[config.mk]
export PLATFORM = sky130hd
export DESIGN_NAME = pstm_ram
export DESIGN_NICKNAME = d
export VERILOG_FILES = /design/src/design/pstm_ram.sv
export SDC_FILE = /design/constraint.sdc
export NUM_CORES = 2
export LEC_CHECK = 0
export BUFFER_PORTS_ARGS = -buffer_cell sky130_fd_sc_hd__clkbuf_2
export CAP_MARGIN = 5
export CORE_UTILIZATION = 60
export CTS_CLUSTER_DIAMETER = 150
export DETAILED_ROUTE_END_ITERATION = 10
export PLACE_DENSITY = 0.81
export SYNTH_ARGS = -nofsm -noshare
export SYNTH_HDL_FRONTEND = slang
export SYNTH_SLANG_ARGS = --single-unit
[constraint.sdc]
create_clock -name clk -period 3.45 [get_ports clk]
set_input_delay 0.5175 -clock clk [delete_from_list [all_inputs] [get_ports clk]]
set_output_delay 0.5175 -clock clk [all_outputs]
set_load 0.02 [all_outputs]
[src/design/pstm_ram.sv]
`timescale 1ns / 1ps
`default_nettype none

module pstm_ram #(
  parameter int WIDTH = 16,
  parameter int DEPTH = 256,
  localparam int AW = $clog2(DEPTH)
) (
  input  wire logic             clk,
  input  wire logic             we,
  input  wire logic [AW-1:0]    waddr,
  input  wire logic [WIDTH-1:0] wdata,
  input  wire logic [AW-1:0]    raddr,
  output logic      [WIDTH-1:0] rdata
);

  logic [WIDTH-1:0] mem_r [DEPTH];
  logic [WIDTH-1:0] rdata_r;

  always_ff @(posedge clk) begin
    if (we) begin
      mem_r[waddr] <= wdata;
    end
    rdata_r <= mem_r[raddr];
  end

  assign rdata = rdata_r;

endmodule

`default_nettype wire

==> results.ini <==
[clocking]
cts_buffer_depth=4
clk_latency_ns=0.93
clock_sinks=4112
cts_root_buf=clkbuf_16
cts_max_level=5
tritoncts=yes
clkSlewWorstSetupHoldPaths_ns=0.07
hold_buffers=0
numCtsBuffers=394
cts_setup_buffers=0

[floorplan]
core_area_um2=263000
io_pins=50
die-area_um2=267000
rows=188
die_x_um=516
die_h_um=516
initial_core_util=0.604

[drt]
ant_nets=0
drc=0
routedWlPerCell_um=37.7
dr.pass1.iters=8
drt_iter0_markers=14500
via_per_inst=7.21
vias=85600
drt-total-wl_um=447000

[synth]
async_flop_share=0
synth_nets=7394
muxShareOfSynthArea=0.155
yosysSeqAreaShare=0.777
synth_top_family_by_area=multiplexers
synth-xor-area-share=0
ys_ff_latch=4112
synth_cells=7360
synth-edff-count=4096
synth_cell_types=52
post_synth_fa_ha_maj_area_fraction=0
synth_flop_cell=edfxtp_1
syn-mean-instance-area_um2=21.6
yosysWarnings=0
synth-compound-area-share=0.0354
yosys.area_share.simple=0.0157
netlist_area_um2=159000

[sta]
maxSlewViolCount=0
period_minus_slack_ns=3.41
slew_headroom=0.100
hold_viol=0
clock_skew_ns=0.0890
hold_ws_ns=0.0413
max_freq_mhz=294
final-setup-viol-count=0
worst_slew_pin_slew_ns=1.34
fin_crit_sh=0.987

[placed_design]
port_buffers=49
place_hpwl_um=253000
gp_congestion=0.935

[final_layout]
postLayoutCoreUtil=0.684
drive_gt1_frac=0.261
synthToLayoutAreaGrowth_pct=13.3
nets=8066

[status]
status=complete, no violations

[global_route]
gr-usage-all-layers=0.332
gr-total-overflow=0
grt_max_degree=124
grt_pass1_wl_um=621000
grt_pass1_vias=84400
antenna_found_initial=31

[worst_setup_path]
critical_path_class=in2reg
endpoint_kind=register
path_max_fanout=86
start_kind=input port
arrival_ns=4.22
worstPathRequired_ns=4.26

[run]
cap_violations=0

[pwr]
vdd_drop_max_mv=0.459
total_power_mw=103
power.density_nw_per_um2=572
p_leak_nw=57.8

[hold_path]
min_path_type=in2reg

[logic make-up after synthesis]
| logic type | count (synthesis) |
|---|---|
| flip-flops | 4112 |
| multiplexers | 1450 |
| AO/OA/AOI/OAI | 786 |
| AND/OR/NAND/NOR | 556 |
| buffers and inverters | 456 |
[sequential cells by signal, indices dropped and copies added (netlist names)]
signal and flops:
rdata 16, mem_r 4096
[metrics by stage]
stage	std cells	setup TNS, ns	setup WS [ns]	cell area [um^2]
after floorplan	7360	0	0.767	159000
after global placement	11200	-3.24	-0.659	168000
after detailed placement	11200	-3.72	-0.664	168000
after CTS	11900	0	0.135	180000
after global routing	11900	-0.00710	-0.00710	180000
final	11900	0	0.0442	180000
[synthesized netlist by cell type (all sizes together), types with 6 or more instances]
master	n	area share
a2111oi	6	0.00033
a211oi	18	0.00085
a21oi	175	0.0055
a221oi	28	0.0015
a22o	32	0.0018
a22oi	43	0.0020
a31oi	6	0.00024
and3	11	0.00043
buf	222	0.011
clkbuf	230	0.0054
dfxtp	16	0.0020
edfxtp	4096	0.77
mux2	88	0.0062
mux2i	565	0.036
mux4	797	0.11
nand2	38	0.00090
nand3	35	0.0011
nand4	26	0.0010
nor2	304	0.0072
nor2b	9	0.00035
nor3	92	0.0029
nor4	18	0.00075
o21ai	38	0.0012
o221ai	253	0.014
o22ai	148	0.0058
o31ai	16	0.00076
o32ai	21	0.0012
[timing repair]
action,CTS,global route
endpoints found under the hold margin,0,0
gates resized for setup,0,1
endpoints found under the setup margin,0,1
[worst max-delay path, stage by stage]
cell      delay [ns]
buf_12          0.23
buf_12          0.37
buf_16          0.46
mux2i_1         0.20
o221ai_1        0.46
o32ai_1         0.28
a22oi_1         0.40
nand4_1         0.59
nor4_1          0.44
[routing by layer]
layer	routed length (um)	up-vias	track usage
met1	142000	43300	0.434
met3	67500	1516	0.0969
met5	281	-	0.00523
met2	207000	8158	0.508
li1	-	32600	-
met4	30100	16	0.181
[cells in the final DEF (no fill, tap or decap), types with 5 or more instances in the layout]
| cell type | Yosys | routed |
|---|---|---|
| nor2b_1 | 9 | 9 |
| mux4_2 | 797 | 797 |
| buf_12 | 5 | 116 |
| clkbuf_1 | 230 | 78 |
| o221ai_1 | 252 | 252 |
| clkinv_2 | 0 | 80 |
| clkinv_1 | 0 | 86 |
| nor4_1 | 17 | 17 |
| a211oi_1 | 18 | 18 |
| bufinv_16 | 0 | 30 |
| clkbuf_16 | 0 | 398 |
| edfxtp_1 | 4096 | 4096 |
| nand2_1 | 38 | 38 |
| clkbuf_2 | 0 | 28 |
| mux2i_1 | 565 | 565 |
| o32ai_1 | 20 | 20 |
| a31oi_1 | 6 | 6 |
| buf_4 | 26 | 563 |
| and3_1 | 11 | 11 |
| nand4_1 | 26 | 26 |
| a2111oi_0 | 6 | 6 |
| diode_2 | 0 | 22 |
| a22oi_1 | 43 | 43 |
| o31ai_1 | 16 | 16 |
| o22ai_1 | 148 | 148 |
| nand3_1 | 35 | 33 |
| dfxtp_1 | 16 | 16 |
| buf_8 | 11 | 17 |
| clkinvlp_4 | 0 | 11 |
| mux2_2 | 88 | 88 |
| nor3_1 | 92 | 90 |
| a21oi_1 | 175 | 175 |
| inv_6 | 0 | 5 |
| nor2_1 | 304 | 295 |
| a22o_1 | 32 | 32 |
| o21ai_0 | 37 | 37 |
| a221oi_1 | 28 | 28 |
| nor2_2 | 0 | 9 |
[final timing paths]
check	startpoint	endpoint	slack [ns]	cells after the start
setup / recovery	raddr[0]	rdata[1]	0.04	9
hold / removal	wdata[9]	mem_r[146][9]	0.04	1
setup reg to reg	mem_r[3][9]	rdata[9]	0.43	7
hold reg to reg	mem_r[234][8]	rdata[8]	1.04	6
[area by class of cell]
class | count | area [um^2]
well taps | 3515 | 4400
diodes | 22 | 55.1
fillers | 14700 | 82900
repair buffers | 728 | 7000
clock inverters | 226 | 2000
multi-input cells | 2792 | 32800
inverters | 4 | 25.0
flip-flops and latches | 4112 | 123000
clock buffers | 477 | 10300
[power breakdown]
group          switching [mW]  internal, mW
sequential              0.120          55.1
combinational            3.68          1.97
clock                    18.7          23.4
total                    22.5          80.5
(Power assumes the default switching activity.)
