$ cat src/design/pstm_pkg.sv
`timescale 1ns / 1ps
`default_nettype none

package pstm_pkg;

  localparam int VIDX_W       = 4;
  localparam int IN_WEIGHT_W  = 16;
  localparam int OUT_WEIGHT_W = 16;
  localparam int TOTAL_W      = 20;
  localparam int VCOUNT_W     = 5;

  localparam logic [VCOUNT_W-1:0] VCOUNT_RESET = 5'd16;

  typedef struct packed {
    logic [VIDX_W-1:0]      row;
    logic [VIDX_W-1:0]      column;
    logic [IN_WEIGHT_W-1:0] weight;
    logic                   last;
  } in_item_t;

  typedef struct packed {
    logic [VIDX_W-1:0]       parent_vertex;
    logic [VIDX_W-1:0]       child_vertex;
    logic [OUT_WEIGHT_W-1:0] edge_weight;
    logic                    reached;
    logic [TOTAL_W-1:0]      total_cost;
    logic                    last_edge;
  } out_item_t;

  // sequencer -> cell controls
  typedef struct packed {
    logic init;   // start of run: keys, parents, tree flags back to reset values
    logic mark;   // add the current vertex to the tree
  } cell_ctl_t;

endpackage

`default_nettype wire

$ cat src/design/pstm_cell.sv
`timescale 1ns / 1ps
`default_nettype none

// One vertex: key, parent, tree flag. A search token passes through once per
// round; the cell relaxes against the broadcast row weight, then offers its key.
module pstm_cell #(
  parameter int IDX = 0,
  parameter int VW  = 4,
  parameter int NW  = 5,
  parameter int WB  = 16,
  localparam int KW = WB + 1
) (
  input  wire logic                 clk,
  input  wire logic                 rst_n,
  input  wire pstm_pkg::cell_ctl_t  ctl,
  input  wire logic [VW-1:0]        u_vertex,
  input  wire logic [NW-1:0]        n_used,
  input  wire logic [WB-1:0]        row_weight,
  input  wire logic                 tok_in_valid,
  input  wire logic [KW-1:0]        tok_in_low,
  input  wire logic [VW-1:0]        tok_in_best,
  output logic                      tok_out_valid,
  output logic      [KW-1:0]        tok_out_low,
  output logic      [VW-1:0]        tok_out_best,
  output logic      [KW-1:0]        key,
  output logic      [VW-1:0]        parent
);

  localparam logic [KW-1:0] KEY_INF  = {1'b1, {WB{1'b0}}};
  localparam logic [KW-1:0] KEY_INIT = (IDX == 0) ? '0 : KEY_INF;
  localparam logic [VW-1:0] MY_IDX   = VW'(IDX);

  logic [KW-1:0] key_r, key_nxt;
  logic [VW-1:0] parent_r, parent_nxt;
  logic          in_tree_r, in_tree_nxt;
  logic          tok_valid_r;
  logic [KW-1:0] tok_low_r, tok_low_nxt;
  logic [VW-1:0] tok_best_r, tok_best_nxt;
  logic          active, relax, cand;
  logic [KW-1:0] new_key;

  assign active  = (NW'(IDX) < n_used);
  assign relax   = tok_in_valid && active && !in_tree_r && (row_weight != '0) &&
                   ({1'b0, row_weight} < key_r);
  assign new_key = relax ? {1'b0, row_weight} : key_r;
  // strict compare: earlier (lower) vertex wins a tie
  assign cand    = tok_in_valid && active && !in_tree_r && (new_key < tok_in_low);

  always_comb begin
    key_nxt     = key_r;
    parent_nxt  = parent_r;
    in_tree_nxt = in_tree_r;
    if (ctl.init) begin
      key_nxt     = KEY_INIT;
      parent_nxt  = '0;
      in_tree_nxt = 1'b0;
    end else begin
      if (ctl.mark && (u_vertex == MY_IDX)) begin
        in_tree_nxt = 1'b1;
      end
      if (relax) begin
        key_nxt    = new_key;
        parent_nxt = u_vertex;
      end
    end
    tok_low_nxt  = cand ? new_key : tok_in_low;
    tok_best_nxt = cand ? MY_IDX : tok_in_best;
  end

  always_ff @(posedge clk) begin
    if (!rst_n) begin
      key_r       <= KEY_INIT;
      parent_r    <= '0;
      in_tree_r   <= 1'b0;
      tok_valid_r <= 1'b0;
    end else begin
      key_r       <= key_nxt;
      parent_r    <= parent_nxt;
      in_tree_r   <= in_tree_nxt;
      tok_valid_r <= tok_in_valid;
    end
  end

  always_ff @(posedge clk) begin
    tok_low_r  <= tok_low_nxt;
    tok_best_r <= tok_best_nxt;
  end

  assign tok_out_valid = tok_valid_r;
  assign tok_out_low   = tok_low_r;
  assign tok_out_best  = tok_best_r;
  assign key           = key_r;
  assign parent        = parent_r;

endmodule

`default_nettype wire

$ cat config.mk
export PLATFORM = sky130hd
export DESIGN_NAME = pstm_cell
export DESIGN_NICKNAME = d
export VERILOG_FILES = /design/src/design/pstm_pkg.sv /design/src/design/pstm_cell.sv
export SDC_FILE = /design/constraint.sdc
export NUM_CORES = 1
export LEC_CHECK = 0
export ABC_AREA = 1
export ABC_CLOCK_PERIOD_IN_PS = 8000
export BUFFER_PORTS_ARGS = -buffer_cell sky130_fd_sc_hd__buf_2
export CELL_PAD_IN_SITES_DETAIL_PLACEMENT = 1
export CELL_PAD_IN_SITES_GLOBAL_PLACEMENT = 2
export CORE_MARGIN = 1
export CORE_UTILIZATION = 29
export DETAILED_ROUTE_END_ITERATION = 7
export PLACE_DENSITY = 0.87
export RECOVER_POWER = 50
export SLEW_MARGIN = 25
export SYNTH_ARGS = -nofsm -noshare
export SYNTH_HDL_FRONTEND = slang
export SYNTH_SLANG_ARGS = --single-unit
$ cat constraint.sdc
create_clock -name clk -period 8 [get_ports clk]
set_input_delay 0.8 -clock clk [delete_from_list [all_inputs] [get_ports clk]]
set_output_delay 0.8 -clock clk [all_outputs]
set_load 0.01 [all_outputs]
==> flow_summary.rst, run 1 <==
.. list-table::
   :header-rows: 1

   * - Metric
     - Value
   * - Status
     - complete, but fails checks
   * - Failing checks
     - DRC
   * - Fill cells
     - between 1,000 and 1,500
   * - Unique masters post-synth
     - 28
   * - Sequential fraction of the synthesis area
     - 0.331
   * - Initial antenna violation count
     - 1
   * - Worst Tran Pin Value
     - around 0.84 ns
   * - CTS-repair resized insts
     - 0
   * - Antenna cells
     - 0
   * - Part of the total power dissipated in sequential elements
     - 0.443
   * - Netlist area before placement
     - 0.00266 sq mm
   * - Detail-routed net length per standard cell
     - ~13 um
   * - Crit share post-route
     - 0.547
   * - Avg Synthesized Cell Area
     - between 7 and 8 sq um
   * - Post-Place Cell Area
     - around 0.0032 sq mm
   * - Category of the most critical setup path
     - in -> reg
   * - Post-route DRC violation count
     - 15
   * - Number of synthesis warnings
     - 0
   * - Number of global-route vias before repair
     - between 2,000 and 3,000
   * - Final net count
     - 530
   * - DP Cell Count
     - 549
   * - Post-CTS setup buffer count
     - 0
   * - Net switching power
     - between 0.15 and 0.2 mW
   * - Deepest clock path buffer count
     - 2
   * - Highest-count cells in the layout ignoring fill and taps
     - 86 x nand2_1, 51 x buf_2, 50 x inv_1
   * - Largest fanout on the critical path
     - 52
   * - Congestion Overflow GR
     - 0
   * - Power Density
     - ~170 mW/mm^2
   * - Top cell type by total area after synthesis
     - dfxtp_1
   * - Number of buffers created by CTS
     - 5
   * - Final TNS setup
     - 0 ns
   * - Count of routing violations after the opening detailed-route iteration
     - 67
   * - Leading cell type in the layout, fill and taps excluded
     - nand2_1
   * - Number of input and output port buffers inserted
     - between 90 and 100
   * - Final routed wirelength across all metal layers
     - ~7 mm
   * - Syn_nets
     - between 400 and 500
   * - Gate count of the mapped netlist
     - between 300 and 400
   * - Static leakage
     - 1.57 nW
   * - Sink count of the clock tree
     - 44
   * - CP Data Required Time
     - between 8 and 9 ns
   * - Number of standard cells in the final layout excluding fillers
     - 557
   * - Portion of total power attributed to the clock network
     - 0.322
   * - Final period demand of the worst path
     - about 4.4 ns
   * - Final Hold Violating Endpoints
     - 0
   * - Upper clock frequency limit
     - between 200 and 250 MHz
   * - Routed via count
     - ~2,500
   * - DR vias/cell
     - around 4.5
   * - I/O Pins
     - 94
   * - Global-route wire length before repair
     - about 12 mm
   * - Maximum number of pins on one net before global-route repair
     - 53
   * - Switching share of power
     - 0.306
   * - Count of endpoints failing setup in the final report
     - 0
   * - Root cell of the clock tree
     - clkbuf_8
   * - Area used by multi-input combinational logic
     - 0.00150 sq mm
   * - Class of the worst hold path
     - reg -> reg
   * - CTS hold repair buffers
     - 0
   * - Headroom to the max-slew limit
     - 0.441
   * - Ranking of synthesized cells by area
     - dfxtp_1 33%, ha_1 15%, nand2_1 12%
   * - Clock Skew
     - around 0.012 ns
   * - Number of core rows
     - 34
   * - Final antenna-violating net count
     - 0
   * - Clock-pin slew reported for the worst setup and hold paths after clock tree synthesis
     - 0.09 ns
   * - Register area
     - a little under 900 sq um
   * - Placer congestion estimate
     - approximately 0.77
   * - Critical path launch point type
     - primary input
   * - Clk Latency, worst-skew pair
     - 0.31 ns
   * - Cell internal power dissipation
     - ~0.37 mW
   * - Arrival time at the worst endpoint
     - about 4.6 ns
   * - Peak VDD IR
     - ~76 uV
   * - Layout cell share with drive strength beyond 1
     - 0.196
   * - Element type at the critical path end
     - register
   * - Sum of net half-perimeters after detailed placement
     - 5.84 mm
   * - Unrepaired setup endpoints after global routing
     - false
   * - Final instance area
     - 0.00323 sq mm
   * - Layout-stage area growth over the synthesis result
     - 21.6%
   * - Max-cap viol count
     - 0
   * - Slew Viols, Final
     - 0
   * - Die width
     - ~98 um
   * - Seq cells post-synth
     - between 40 and 50
   * - CTS tree
     - done
   * - Chip Height
     - approximately 98 um
   * - Share of the synthesized area in the top cell type
     - 0.331
   * - Comb power frac
     - 0.235
   * - Level count of the clock H-tree
     - 2
   * - Std-Cell Core Area
     - 0.00881 sq mm
   * - Initial Utilization
     - 0.302
   * - Pre-Repair DR Iteration Count
     - 6
   * - Overall fraction of global-route tracks in use
     - 0.157
   * - Floorplan die area
     - around 0.0096 sq mm
-- power groups by stage --
| stage | Clock [mW] | Combinational (mW) | Sequential (mW) |
|---|---|---|---|
| floorplan | 0 | 0.0768 | 0.252 |
| global placement | 0 | 0.129 | 0.244 |
| detailed placement | 0 | 0.133 | 0.244 |
| CTS | 0.182 | 0.133 | 0.239 |
| global route | 0.192 | 0.145 | 0.241 |
| finish | 0.174 | 0.127 | 0.239 |
-- sequential cells by signal (all words and copies together) (netlist names) --
register       cells
key               17
tok_out_best       4
tok_out_valid      1
parent             4
in_tree_r          1
tok_out_low       17
-- Yosys cell counts, drive strengths merged --
| library cell | count |
|---|---|
| nand3b | 1 |
| clkbuf | 2 |
| o2111ai | 1 |
| nand2 | 92 |
| a211oi | 16 |
| nor4 | 2 |
| inv | 52 |
| a21boi | 4 |
| dfxtp | 44 |
| buf | 10 |
| nand3 | 22 |
| nor2 | 44 |
| a21o | 1 |
| a21oi | 33 |
| ha | 31 |
| nand4 | 2 |
| o21ai | 2 |
-- critical path: stages --
cell      delay, ns
buf_2          0.12
ha_1           0.30
nand2_1        0.09
inv_1          0.04
nand2_1        0.05
nand2_1        0.05
nand2_2        0.07
inv_2          0.03
nor2_2         0.13
nand3_4        0.51
nor2_1         0.36
a21oi_2        0.08
ha_1           0.32
a21oi_1        0.13
nor2_1         0.05
a211oi_1       0.18
a21oi_1        0.11
nor2_1         0.46
buf_4          0.32
nand2_4        0.15
nand2_1        0.12
nand2_1        0.07
-- stage by stage --
stage | hold WS, ns | power (mW) | worst slack, ns | util
floorplan | 0.430 | 0.329 | 4.64 | -
global placement | 0.440 | 0.372 | 3.40 | 0.361
detailed placement | 0.460 | 0.377 | 3.27 | 0.361
CTS | 0.478 | 0.554 | 3.59 | 0.373
global route | 0.496 | 0.578 | 3.20 | 0.367
finish | 0.474 | 0.540 | 3.62 | 0.367
-- routing by layer --
metal  part of all wire  track usage  vias up
li1                   -            -     1341
met3              0.055       0.0365        9
met5                  0            0        -
met2               0.47        0.273       63
met1               0.47        0.193     1118
met4              0.013       0.0455        0
-- final cells by class --
class | instances | share of cell area
Clock buffer | 6 | 0.0224
Clock inverter | 2 | 0.0108
Inverter | 52 | 0.0603
Multi-Input combinational cell | 251 | 0.462
Sequential cell | 44 | 0.272
Tap cell | 108 | 0.0418
Timing Repair Buffer | 94 | 0.130
-- worst paths after layout --
path	from	endpoint	slack, ns	cells after the start
setup reg to reg	key[8]	tok_out_low[0]	3.81	19
hold reg to reg	parent[3]	parent[3]	0.47	2
hold / removal	parent[3]	parent[3]	0.47	2
setup / recovery	row_weight[12]	tok_out_low[0]	3.62	22
-- kinds of logic after synthesis --
logic type / count (synthesis) / share of synthesized area
adder cells (fa/ha/maj): 31 / 0.146
buffers and inverters: 64 / 0.106
AND/OR/NAND/NOR: 163 / 0.274
AO/OA/AOI/OAI: 57 / 0.143
flip-flops: 44 / 0.331
Power figures use the tool's default switching activity.
==> inputs of run 2 (changes only) <==
- ABC_AREA: 1 -> 0
- ABC_CLOCK_PERIOD_IN_PS: 8000 -> 4500
- PLACE_DENSITY: 0.87 -> 0.81
- clock period: 8 -> 4.5 ns (I/O delays scaled with it)
==> run 2 against run 1 <==
  * The run still ends with DRC left
  * Sequential share of layout area fell by 1.0 points
  * Worst setup slack lost 3.4 ns
  * Routed wire length up 14%
  * Combinational power increased by 88%
  * Count of clock-buffer cells in the layout is 1 lower
  * Non-clock buffer count increased by 7
  * Global-route usage rose by 2.0 points
  * Area after synthesis rose by 0.61%
  * Critical endpoint is now tok_out_low[15]
  * Largest power group unchanged
==> flow_summary.rst, run 2 <==
.. list-table::
   :header-rows: 1

   * - Metric
     - Value
   * - Power Density
     - 291 mW/mm^2 (+74%)
   * - Number of synthesis warnings
     - 0 (unchanged)
   * - Post-synth EDFFs
     - 0 (unchanged)
   * - Final Total Pwr
     - 0.978 mW (+81%)
   * - Arithmetic-cell share of the synthesized area counting full adders, half adders and majority gates
     - 0.145 (-0.000887)
   * - Clk Latency, worst-skew pair
     - 0.30 ns (about the same)
   * - Sequential fraction of the synthesis area
     - 0.329 (-0.00201)
   * - Avg Synthesized Cell Area
     - 9.45 sq um (+28%)
   * - Global-route wire length before repair
     - 13.4 mm (+12%)
   * - Final Hold Violating Endpoints
     - 0 (unchanged)
   * - Post-synthesis compound-gate area fraction
     - 0.157 (+0.0146)
   * - Seq cells post-synth
     - 44 (unchanged)
   * - Antenna cells
     - 0 (unchanged)
   * - Overall fraction of global-route tracks in use
     - 0.177 (+0.0200)
   * - XOR/XNOR Fraction of Synth Area
     - 0 (unchanged)
   * - Portion of netlist area occupied by mux cells
     - 0.0912 (+0.0912)
   * - Root cell of the clock tree
     - clkbuf_8
   * - Ranking of synthesized cells by area
     - dfxtp_1 33%, ha_1 14%, a211oi_2 7.0%
   * - Category of the most critical setup path
     - reg -> reg
   * - Arrival time at the worst endpoint
     - 4.49 ns (-0.08 ns)
   * - Number of core rows
     - 34 (unchanged)
   * - Post-CTS setup buffer count
     - 0 (unchanged)
   * - Final routed wirelength across all metal layers
     - 8.13 mm (+14%)
   * - Congestion Overflow GR
     - 0 (unchanged)
   * - Floorplan die area
     - 0.00961 sq mm (+0.60%)
   * - Level count of the clock H-tree
     - 2 (unchanged)
   * - Post-synth top cells
     - 44 x dfxtp_1, 34 x inv_1, 32 x nor3_1, 31 x ha_1, 17 x nor2b_1
   * - Static leakage
     - 1.46 nW (-6.9%)
   * - Slew Viols, Final
     - 0 (unchanged)
   * - Peak VDD IR
     - 115 uV (+52%)
   * - CTS hold repair buffers
     - 0 (unchanged)
   * - Unique masters post-synth
     - 42 (+50%)
   * - Syn_nets
     - 365 (-17%)
   * - Max-cap viol count
     - 0 (unchanged)
   * - Crit share post-route
     - 0.948
   * - Element type at the critical path end
     - register
   * - Leading cell type in the layout, fill and taps excluded
     - buf_2
   * - Layout cell share with drive strength beyond 1
     - 0.247 (+0.0507)
   * - Most frequent cell after synthesis
     - dfxtp_1
   * - Headroom to the max-slew limit
     - 0.277 (-0.164)
   * - Number of global-route vias before repair
     - 2,595 (-1.3%)
   * - Initial antenna violation count
     - 0 (-1)
   * - Layout-stage area growth over the synthesis result
     - 25.7%
   * - Share of the synthesized area in the top cell type
     - 0.329 (-0.00201)
   * - Utilization after layout
     - 0.382 (+0.0146)
   * - Critical path launch point type
     - register
   * - DR vias/cell
     - 4.98 (+9.5%)
   * - Upper clock frequency limit
     - 234 MHz
   * - Netlist area before placement
     - 0.00268 sq mm (+0.61%)
   * - Sum of net half-perimeters after detailed placement
     - 6.41 mm (+9.9%)
   * - Count of endpoints failing setup in the final report
     - 0 (unchanged)
   * - Clock Skew
     - 0.00703 ns (-0.00491 ns)
   * - Routed via count
     - 2,433 (-3.9%)
   * - Post-route worst hold slack
     - 0.343 ns (-0.131 ns)
   * - Failing checks
     - DRC
   * - Final TNS setup
     - 0 ns (unchanged)
   * - Final antenna-violating net count
     - 0 (unchanged)
   * - Die width
     - 98.0 um (+0.30%)
   * - Worst Slack Setup Final
     - 0.234 ns (-3.39 ns)
   * - Clock-pin slew reported for the worst setup and hold paths after clock tree synthesis
     - 0.09 ns (about the same)
   * - Basic-gate share of the synthesized area counting and, or, nand and nor cells
     - 0.203 (-0.0709)
   * - Post-route DRC violation count
     - 6 (-9)
   * - Final instance area
     - 0.00336 sq mm (+4.0%)
   * - Unrepaired setup endpoints after global routing
     - false
   * - Count of routing violations after the opening detailed-route iteration
     - 60 (-10%)
   * - Worst slack at placement
     - 0.00128 ns (-3.26 ns)
   * - Largest fanout on the critical path
     - 16 (-69%)
   * - Worst Tran Pin Value
     - 1.09 ns (+0.248 ns)
   * - I/O Pins
     - 94 (unchanged)
   * - Gate count of the mapped netlist
     - 283 (-21%)
   * - Number of standard cells in the final layout excluding fillers
     - 489 (-12%)
   * - DP Cell Count
     - 481 (-12%)
   * - Class of the worst hold path
     - in -> reg
   * - Pre-Repair DR Iteration Count
     - 6 (unchanged)
   * - Combinational family with the most area after synthesis
     - simple AND/OR/NAND/NOR gates
   * - Sink count of the clock tree
     - 44 (unchanged)
   * - CP Data Required Time
     - 4.73 ns (-3.46 ns)
   * - Initial Utilization
     - 0.304 (+0.00185)
   * - Maximum number of pins on one net before global-route repair
     - 23 (-57%)
   * - Std-Cell Core Area
     - 0.00881 sq mm (unchanged)
   * - Highest-count cells in the layout ignoring fill and taps
     - 53 x buf_2, 44 x dfxtp_1, 40 x clkbuf_1
   * - Post-synth ARST share
     - 0 (unchanged)
   * - Detail-routed net length per standard cell
     - 16.6 um (+30%)
   * - Reg-to-reg slack, setup
     - 0.23 ns (-3.58 ns)
   * - Chip Height
     - 98.0 um (+0.30%)
   * - Number of buffers created by CTS
     - 5 (unchanged)
   * - Fill cells
     - 1,089 (-6.4%)
   * - Deepest clock path buffer count
     - 2 (unchanged)
   * - Top cell type by total area after synthesis
     - dfxtp_1
   * - Final period demand of the worst path
     - 4.27 ns
   * - Final net count
     - 462 (-13%)
   * - Post-Place Cell Area
     - 0.00329 sq mm (+3.5%)
   * - Status
     - complete, but fails checks
   * - Placer congestion estimate
     - 0.809 (+4.6%)
   * - Number of input and output port buffers inserted
     - 93 (unchanged)
   * - CTS tree
     - done
   * - Dominant register cell in the synthesized netlist
     - dfxtp_1
==> run 2: cell types whose count changed after synthesis, moves of 15 or more <==
cell / before / now
nand2_1: 86 / 5
inv_1: 50 / 34
nor2b_1: 0 / 17
nor3_1: 0 / 32
a211oi_2: 0 / 15
nor2_1: 35 / 10
nand3_1: 20 / 4
==> run 2: cells by family (layout without fill, tap and decap cells) <==
| group | count (synthesis) | in the layout |
|---|---|---|
| fa+ha+maj | 31 | 31 |
| compound gates | 46 | 46 |
| mux | 22 | 22 |
| simple gates | 95 | 95 |
| flops | 44 | 44 |
| buf+inv | 45 | 143 |
==> run 2: power breakdown <==
group | internal, mW | switching [mW]
combinational | 0.104 | 0.135
clock | 0.164 | 0.147
sequential | 0.417 | 0.00996
total | 0.685 | 0.293
==> run 2: routing by layer <==
metal  wire length, um  GRT usage  vias to the layer above  share of wire
met5                 0          0                        -              0
met2              3920      0.301                       64           0.48
met4                95     0.0571                        0          0.012
met1              3770      0.228                     1154           0.46
li1                  -          -                     1209              -
met3               348     0.0279                        6          0.043
==> run 2: area by class of cell <==
cell class	count	area, sq um	area share
Sequential cell	44	881	0.262
Timing Repair Buffer	101	508	0.151
Clock buffer	5	68.8	0.0205
Multi-Input combinational cell	194	1600	0.476
Inverter	34	128	0.0379
Clock inverter	3	42.5	0.0126
Tap cell	108	135	0.0402
==> run 2: final timing paths <==
kind                                     start               to  cells after the start
worst min register to register       in_tree_r        in_tree_r                      2
worst max-delay path                   key[12]  tok_out_low[15]                     16
worst min-delay path            tok_in_best[2]  tok_out_best[2]                      2
worst max register to register         key[12]  tok_out_low[15]                     16
==> run 2: repair_timing <==
item                                    CTS  global route
resized for setup                         0             3
endpoints found under the setup margin    0            12
endpoints found under the hold margin     0             0
==> run 2: critical path: stages (launching register included) <==
cell	delay, ns
dfxtp_1	0.38
inv_1	0.06
ha_1	0.29
a21o_1	0.19
a41oi_1	0.23
o2111ai_1	0.18
and4b_1	0.36
buf_6	0.20
mux2_1	0.37
ha_1	0.30
and4_4	0.23
nand2_1	0.06
or4_4	0.56
o211ai_2	0.22
buf_4	0.27
nor3_1	0.08
a211oi_2	0.21
